===== src/two_generation_dedup_filter_unit_assert.svh =====
// Assertion macros shared by the dedup filter RTL.
`ifndef TWO_GENERATION_DEDUP_FILTER_UNIT_ASSERT_SVH
`define TWO_GENERATION_DEDUP_FILTER_UNIT_ASSERT_SVH

`ifndef ASSERT_OFF
`define TGDF_ASSERT_RST(label, clk, rst, prop, msg) \
   label: assert property (@(posedge clk) disable iff (rst) prop) else $error(msg);
`define TGDF_ASSERT_ALWAYS(label, clk, prop, msg) \
   label: assert property (@(posedge clk) prop) else $error(msg);
`else
`define TGDF_ASSERT_RST(label, clk, rst, prop, msg)
`define TGDF_ASSERT_ALWAYS(label, clk, prop, msg)
`endif

`endif


===== src/tgdf_pkg.sv =====
package tgdf_pkg;

   localparam int GEN_DEPTH = 256;
   localparam int KEY_W     = 64;
   localparam int LIMIT_W   = 9;
   localparam int ADDR_W    = $clog2(2 * GEN_DEPTH);
   localparam int FILL_W    = $clog2(GEN_DEPTH + 1);
   localparam int CMP_W     = (FILL_W > LIMIT_W) ? FILL_W : LIMIT_W;

   localparam logic [LIMIT_W-1:0] LIMIT_RESET = LIMIT_W'(256);

   typedef enum logic [1:0] {
      ST_IDLE,
      ST_SCAN,
      ST_DONE
   } state_type;

   typedef struct packed {
      logic              rd_en;
      logic [ADDR_W-1:0] rd_addr;
      logic              wr_en;
      logic [ADDR_W-1:0] wr_addr;
   } mem_cmd_type;

   typedef struct packed {
      logic load_key;
      logic cmp_en;
      logic rsp_load;
   } dp_ctrl_type;

   // Zero acts as one, anything above the generation depth saturates.
   function automatic logic [FILL_W-1:0] eff_limit(input logic [LIMIT_W-1:0] lim);
      logic [CMP_W-1:0] l;
      l = CMP_W'(lim);
      if (l == '0) begin
         l = CMP_W'(1);
      end
      if (l > CMP_W'(GEN_DEPTH)) begin
         l = CMP_W'(GEN_DEPTH);
      end
      return FILL_W'(l);
   endfunction

endpackage


===== src/tgdf_ctrl.sv =====
`include "two_generation_dedup_filter_unit_assert.svh"

module tgdf_ctrl (
   input  logic                         clock,
   input  logic                         reset,
   input  logic                         req_valid,
   output logic                         req_ready,
   input  logic                         csr_valid,
   output logic                         csr_ready,
   input  logic [tgdf_pkg::LIMIT_W-1:0] csr_generation_limit,
   input  logic                         rsp_free,
   input  logic                         hit,
   output tgdf_pkg::mem_cmd_type        mem,
   output tgdf_pkg::dp_ctrl_type        dp
);

   tgdf_pkg::state_type                state_ff, state_in;
   logic [tgdf_pkg::FILL_W-1:0]        idx_ff, idx_in;
   logic                               pass_ff, pass_in;
   logic                               rd_pend_ff, rd_pend_in;
   logic [tgdf_pkg::FILL_W-1:0]        fill_ff [2];
   logic [tgdf_pkg::FILL_W-1:0]        fill_in [2];
   logic                               active_ff, active_in;
   logic [tgdf_pkg::LIMIT_W-1:0]       limit_ff;

   logic                               bank_phys;
   logic [tgdf_pkg::FILL_W-1:0]        scan_n;
   logic [tgdf_pkg::FILL_W-1:0]        lim_eff;
   logic                               wr_bank;
   logic [tgdf_pkg::FILL_W-1:0]        wr_slot;

   assign csr_ready = 1'b1;
   assign bank_phys = active_ff ^ pass_ff;
   assign scan_n    = fill_ff[bank_phys];
   assign lim_eff   = tgdf_pkg::eff_limit(limit_ff);

   always_ff @(posedge clock) begin
      if (reset) begin
         state_ff   <= tgdf_pkg::ST_IDLE;
         idx_ff     <= '0;
         pass_ff    <= 1'b0;
         rd_pend_ff <= 1'b0;
         fill_ff[0] <= '0;
         fill_ff[1] <= '0;
         active_ff  <= 1'b0;
         limit_ff   <= tgdf_pkg::LIMIT_RESET;
      end else begin
         state_ff   <= state_in;
         idx_ff     <= idx_in;
         pass_ff    <= pass_in;
         rd_pend_ff <= rd_pend_in;
         fill_ff[0] <= fill_in[0];
         fill_ff[1] <= fill_in[1];
         active_ff  <= active_in;
         if (csr_valid) begin
            limit_ff <= csr_generation_limit;
         end
      end
   end

   always_comb begin
      state_in    = state_ff;
      idx_in      = idx_ff;
      pass_in     = pass_ff;
      rd_pend_in  = 1'b0;
      fill_in[0]  = fill_ff[0];
      fill_in[1]  = fill_ff[1];
      active_in   = active_ff;
      req_ready   = 1'b0;
      mem         = '0;
      dp          = '0;
      dp.cmp_en   = rd_pend_ff;
      wr_bank     = active_ff;
      wr_slot     = fill_ff[active_ff];

      case (state_ff)
         tgdf_pkg::ST_IDLE: begin
            req_ready = 1'b1;
            if (req_valid) begin
               dp.load_key = 1'b1;
               idx_in      = '0;
               pass_in     = 1'b0;
               state_in    = tgdf_pkg::ST_SCAN;
            end
         end
         tgdf_pkg::ST_SCAN: begin
            if (idx_ff < scan_n) begin
               mem.rd_en   = 1'b1;
               mem.rd_addr = bank_phys
                  ? tgdf_pkg::ADDR_W'(tgdf_pkg::GEN_DEPTH) + tgdf_pkg::ADDR_W'(idx_ff)
                  : tgdf_pkg::ADDR_W'(idx_ff);
               rd_pend_in  = 1'b1;
               idx_in      = idx_ff + tgdf_pkg::FILL_W'(1);
            end else if (!pass_ff) begin
               // advance to the other generation
               pass_in = 1'b1;
               idx_in  = '0;
            end else begin
               state_in = tgdf_pkg::ST_DONE;
            end
         end
         tgdf_pkg::ST_DONE: begin
            if (rsp_free) begin
               dp.rsp_load = 1'b1;
               state_in    = tgdf_pkg::ST_IDLE;
               if (!hit) begin
                  if (fill_ff[active_ff] >= lim_eff) begin
                     // rotate: the full generation becomes previous
                     wr_bank   = ~active_ff;
                     wr_slot   = '0;
                     active_in = ~active_ff;
                  end
                  mem.wr_en        = 1'b1;
                  mem.wr_addr      = wr_bank
                     ? tgdf_pkg::ADDR_W'(tgdf_pkg::GEN_DEPTH) + tgdf_pkg::ADDR_W'(wr_slot)
                     : tgdf_pkg::ADDR_W'(wr_slot);
                  fill_in[wr_bank] = wr_slot + tgdf_pkg::FILL_W'(1);
               end
            end
         end
         default: begin
            state_in = tgdf_pkg::ST_IDLE;
         end
      endcase
   end

   `TGDF_ASSERT_RST(a_fill_bound, clock, reset, (fill_ff[0] <= tgdf_pkg::FILL_W'(tgdf_pkg::GEN_DEPTH) && fill_ff[1] <= tgdf_pkg::FILL_W'(tgdf_pkg::GEN_DEPTH)), "generation fill above depth")
   `TGDF_ASSERT_RST(a_rd_in_scan, clock, reset, (rd_pend_ff |-> state_ff == tgdf_pkg::ST_SCAN), "read data returned outside scan")
   `TGDF_ASSERT_RST(a_wr_new_only, clock, reset, (mem.wr_en |-> (!hit && state_ff == tgdf_pkg::ST_DONE)), "insert without a miss")
   `TGDF_ASSERT_RST(a_wr_fill, clock, reset, (mem.wr_en |=> fill_ff[active_ff] != '0), "active generation empty after insert")

endmodule


===== config.mk =====
export PLATFORM = sky130hd
export DESIGN_NAME = tgdf_ctrl
export DESIGN_NICKNAME = d
export VERILOG_FILES = /design/src/tgdf_pkg.sv /design/src/tgdf_ctrl.sv
export VERILOG_INCLUDE_DIRS = /design/src /design/src/src
export SDC_FILE = /design/constraint.sdc
export NUM_CORES = 1
export LEC_CHECK = 0
export BUFFER_PORTS_ARGS = -buffer_cell sky130_fd_sc_hd__buf_2
export CAP_MARGIN = 0
export CORE_MARGIN = 4
export CORE_UTILIZATION = 53
export DETAILED_ROUTE_END_ITERATION = 6
export PLACE_DENSITY = 0.85
export SYNTH_ARGS = -nofsm -noshare
export SYNTH_HDL_FRONTEND = slang
export SYNTH_SLANG_ARGS = --single-unit

===== constraint.sdc =====
create_clock -name clock -period 3.7 [get_ports clock]
set_input_delay 0.74 -clock clock [delete_from_list [all_inputs] [get_ports clock]]
set_output_delay 0.74 -clock clock [all_outputs]
set_load 0.005 [all_outputs]

Word-level counts from Yosys, hierarchy flattened
Memories as Yosys holds them, arrays and structs flattened. A register that Yosys moved wholly into a read port is not among the register bits.
Cells that the tools add are included.
{"block": "word_totals", "mem_bits_ro": 0, "latchBits": 0, "ram_bits": 18, "out_inout_bits": 25, "mem_count": 1, "reg_bits": 23}
{"block": "classes", "mux": 48, "magnitude_cmp": 5, "n_reduce_logical": 9, "n_shift": 0, "div": 0, "bitwise": 7, "add_sub_neg": 4, "eq_ne": 7, "multipliers": 0}
{"memory": "fill_ff", "words": 2, "word_bits": 9, "rd": 4, "rd_ports_with_merged_regs": 1, "write_ports": 2, "line_no": "tgdf_ctrl.sv:21", "text": "logic [tgdf_pkg::FILL_W-1:0] fill_ff [2];"}
{"cell": "two-way mux 9 bit", "n": 14}
{"cell": "two-way mux 18 bit", "n": 3}
{"cell": "two-way mux 10 bit", "n": 5}
{"cell": "adder 9 x 1 -> 9 bit (second input constant)", "n": 2}
{"cell": "adder 9 bit (first input constant)", "n": 2}
{"cell": "bitwise mux 18 bit", "n": 1}
{"cell": "one-hot mux 9 bit (2 select lines)", "n": 1}
{"cell": "two-way mux 1 bit", "n": 17}
{"cell": "demux 9 bit (select 1 bit)", "n": 1}
{"cell": ">= comparator 9 bit", "n": 1}
{"cell": "greater-than comparator 9 bit (second input constant)", "n": 1}
{"cell": "logical NOT 9 bit", "n": 1}
{"cell": "less-than comparator 9 bit", "n": 1}
{"cell": "AND reduction 3 bit", "n": 3}
{"cell": "two-way mux 2 bit", "n": 4}
{"cell": "!= test 2 bit (second input constant)", "n": 4}
{"cell": "one-hot mux 2 bit (3 select lines)", "n": 1}
{"cell": "AND reduction 4 bit", "n": 1}
{"cell": "!= test 3 bit (second input constant)", "n": 1}
{"cell": "NOT 1 bit", "n": 3}
{"cell": "== test 2 x 1 -> 1 bit (second input constant)", "n": 1}
{"cell": "== test 2 bit (second input constant)", "n": 1}
{"cell": ">= comparator 2 bit (second input constant)", "n": 1}
{"cell": "logical NOT 2 bit", "n": 1}
{"cell": "other kinds (8)", "n": 9}

Longest topological paths before layout
{"block": "logic_depth", "word_depth": 19, "mapped_depth": 17, "mapped_depth_nobuf": 14}

Least setup slack after synthesis
No wires, ideal clock.
{"block": "synth_path", "path_type": "register -> register", "startpoint": "reg (tool-made name)", "endpoint": "mem fill_ff[0][8] (netlist bit)", "required_time_ns": 3.579, "synth_period_minus_slack_ns": 3.802, "path_buffers": 4, "setup_ns": 0.121, "arrival_ns": 3.681, "path_slack_ns": -0.102, "path_stages_with_launch": 17, "cell_sequence": "dfxtp_1 > clkbuf_1 > buf_2 > mux2_2 > ha_1 > a21oi_1 > o21ai_1 > a211o_1 > clkbuf_1 > clkbuf_1 > nor2_1 > ha_1 > inv_1 > a211oi_1 > nand4_1 > and3b_1 > mux2_2"}
{"item": "end, declared", "line_no": "tgdf_ctrl.sv:21"}

==> results.cfg <==
[clocking]
cts_tree = built
cts-root-buf = clkbuf_8
numClockSinks = 42
cts-buffers-inserted = 5
clk_latency_ns = 0.31
htreeDepth = 2
path_clk_slew_ns = 0.10
clock_path_buffers = 2

[synthesis]
synth_fa_ha_area_frac = 0.07953
synth_top_family_by_area = simple AND/OR/NAND/NOR gates
async_reset_ff_frac = 0
yosysSeqAreaShare = 0.2813
synth_area_leaders = dfxtp_1 (28%), mux2i_1 (9.7%), ha_1 (8.0%)
netlist_area_sq_mm = 0.002989
synth-edff-count = 0
synth_compound_area_frac = 0.1674
syn_nets = 391
synth_area_leader_cell = dfxtp_1
synth-seq-cells = 42
synth_cells = 357
synth_xor_area_frac = 0.02386
yosysUniqueCellTypes = 61
yosys.area_share.simple = 0.2876
avgSynthCellArea_sq_um = 8.373
synth_top_area_frac = 0.2813
ys_warn_count = 0
synth_top_flop_cell = dfxtp_1
synthMuxAreaShare = 0.1159

[setup_path]
r2r-end = fill_ff[0][8]$_SDFFE_PP0P_
arrival_ns = 3.72
required_ns = 3.89
slowest_delay_ns = 0.47
critPathMaxFanout = 15
crit_type = flop to flop
cp_slowest_cell = dfxtp_4
path_cells = mux2_2, ha_1, a21oi_1, o21ai_1, a211o_1, nor2_1, ha_1, inv_1, a211oi_2, nand4_1, and3b_1, mux2_2
worstRegToRegCells = 12
endpoint = fill_ff[0][8]$_SDFFE_PP0P_
end_kind = flop
worst_setup_path_start_kind = flop
reg2reg_slack_ns = 0.18

[route]
wl_mm = 7.727
wl_per_cell_um = 16.30
dr.first_iter.drc_count = 184
drc = 0
ant_nets = 0
viasPerCell = 6.133
dr.pass1.iters = 4
dr_total_vias = 2907

[die]
io_pins = 40
rows = 27
start_util = 0.5462
die_y_um = 83.10
die_area_sq_mm = 0.006906
die_w_um = 83.10
core_area_sq_mm = 0.005473

[timing]
fmax_mhz = 283.9
finalCritPeriodShare = 0.9522
hold_viol_final = 0
hold-worst-slack_ns = 0.5020
setup_violations = 0
tns_ns = 0
maxSlewViolCount = 0
fin_worst_skew_ns = 0.01551
max_slew.worst_pin.slew_ns = 0.7501
rsz0062_at_grt = false
post-route-min-period_ns = 3.523
relSlewSlack = 0.4870

[power_and_ir_drop]
power_density_mw_per_mm2 = 277.6
power_leakage_nw = 1.503
finalPower_mw = 0.9614
irDropWorstVdd_mv = 0.2429

[cells_and_area]
postLayoutCoreUtil = 0.6328
fill_cells = 486
antenna_cells = 0
drive_above_1_share = 0.2164
syn_to_final_growth_pct = 15.86
final_common_cell = dfxtp_1
regArea_sq_um = 845.8
multiInputGateArea_sq_mm = 0.002047
fin_nets = 435
final_cell_mix = dfxtp_1 (40), buf_2 (38), nand2_1 (30)
final_cells = 474

[global_route]
grt_start_max_net_pins = 28
grt_usage = 0.2252
grt_pass1_vias = 2894
grt_pass1_wl_mm = 13.07
grt-ovfl-total = 0
antenna_found_initial = 0

[run_status]
outcome = complete, no violations

[place]
post-dp-hpwl_mm = 5.620
io_buffers = 38
dp_cells = 462
place.gp.congestion = 0.9165

[run]
maxCapViolations = 0

[hold_path]
holdCritPathClass = flop to flop
==> cell families after synthesis <==
family | after synthesis
AOI/OAI and AO/OA | 64
other | 1
muxes | 34
xor gates and xnor gates | 6
and+or+nand+nor | 160
DFF | 42
adders and majority gates | 19
buffers and inverters | 31
==> flip-flops by register name, summed over array words and instances (netlist names), named ones only <==
signal and count:
active_ff 1, rd_pend_ff 1, idx_ff 9, fill_ff 18, state_ff 2, limit_ff 9, pass_ff 1
==> layer usage <==
| layer | wire length, um | vias up | global-route usage |
|---|---|---|---|
| met4 | 230 | 0 | 0.1010 |
| met3 | 623 | 29 | 0.06548 |
| met5 | 0 | - | 0 |
| met2 | 3883 | 142 | 0.3878 |
| met1 | 2990 | 1330 | 0.2564 |
| li1 | - | 1406 | - |
==> metrics by stage <==
step                      setup WS [ns]  instance area [sq um]
after floorplan                 0.02669                   2995
after global placement           0.2065                   3301
after detailed placement        0.06286                   3301
after CTS                       0.02049                   3417
after global routing            0.02413                   3463
final                            0.1770                   3463
==> cells in the mapped netlist, drive strengths merged, types with 2 or more instances <==
library cell  number
nand4             11
nor3              20
and2               4
nor2              26
inv               10
a21bo              2
and3              13
a211oi             3
a31o               4
buf                9
nand3b             4
a311o              2
o21ai              6
a41o               2
nand3              9
clkbuf            10
xnor2              4
a221o              6
o21a               3
a21oi             17
ha                19
mux2i             29
o211ai             4
o211a              2
nand2             30
or4                2
mux2               5
clkinv             2
or3                3
dfxtp             42
xor2               2
nand2b             6
nor4              10
nor2b             16
a31oi              3
==> critical path, delay by kind of cell (launching register included) <==
kind	cells	cell delay, ns
flip-flops	1	0.47
adder cells (fa/ha/maj)	2	0.58
buffers and inverters	1	0.11
multiplexers	2	0.68
AO/OA/AOI/OAI	4	1.01
AND/OR/NAND/NOR	3	0.55
==> power by group <==
| group | leakage [nW] | internal, mW | switching, mW |
|---|---|---|---|
| combinational | 1.11 | 0.0475 | 0.0686 |
| clock | 0.0514 | 0.202 | 0.173 |
| sequential | 0.342 | 0.460 | 0.0105 |
==> cell type report <==
type,instances,area share
clock inverters,2,0.01084
multi-input cells,284,0.5910
clock buffers,6,0.02095
well taps,72,0.02601
repair buffers,56,0.09393
inverters,12,0.01301
flip-flops and latches,42,0.2442
==> repair_timing <==
item	CTS	global route
setup endpoints to repair	3	13
pin swaps	0	1
resized for setup	2	4
setup buffers	0	4
hold buffers	0	0
==> how the worst min path moves through the flow <==
stage,start,endpoint,slack [ns],depth (start not counted)
after floorplan,fill_ff[0][0]$_SDFFE_PP0P_,fill_ff[0][0]$_SDFFE_PP0P_,0.45,2
after global placement,limit_ff[0]$_SDFFE_PP0P_,limit_ff[0]$_SDFFE_PP0P_,0.48,2
after detailed placement,limit_ff[0]$_SDFFE_PP0P_,limit_ff[0]$_SDFFE_PP0P_,0.48,2
after CTS,limit_ff[0]$_SDFFE_PP0P_,limit_ff[0]$_SDFFE_PP0P_,0.50,2
after global routing,fill_ff[1][1]$_SDFFE_PP0P_,fill_ff[1][1]$_SDFFE_PP0P_,0.54,2
final,limit_ff[0]$_SDFFE_PP0P_,limit_ff[0]$_SDFFE_PP0P_,0.50,2
No activity file was read; power rests on OpenSTA's default activity.
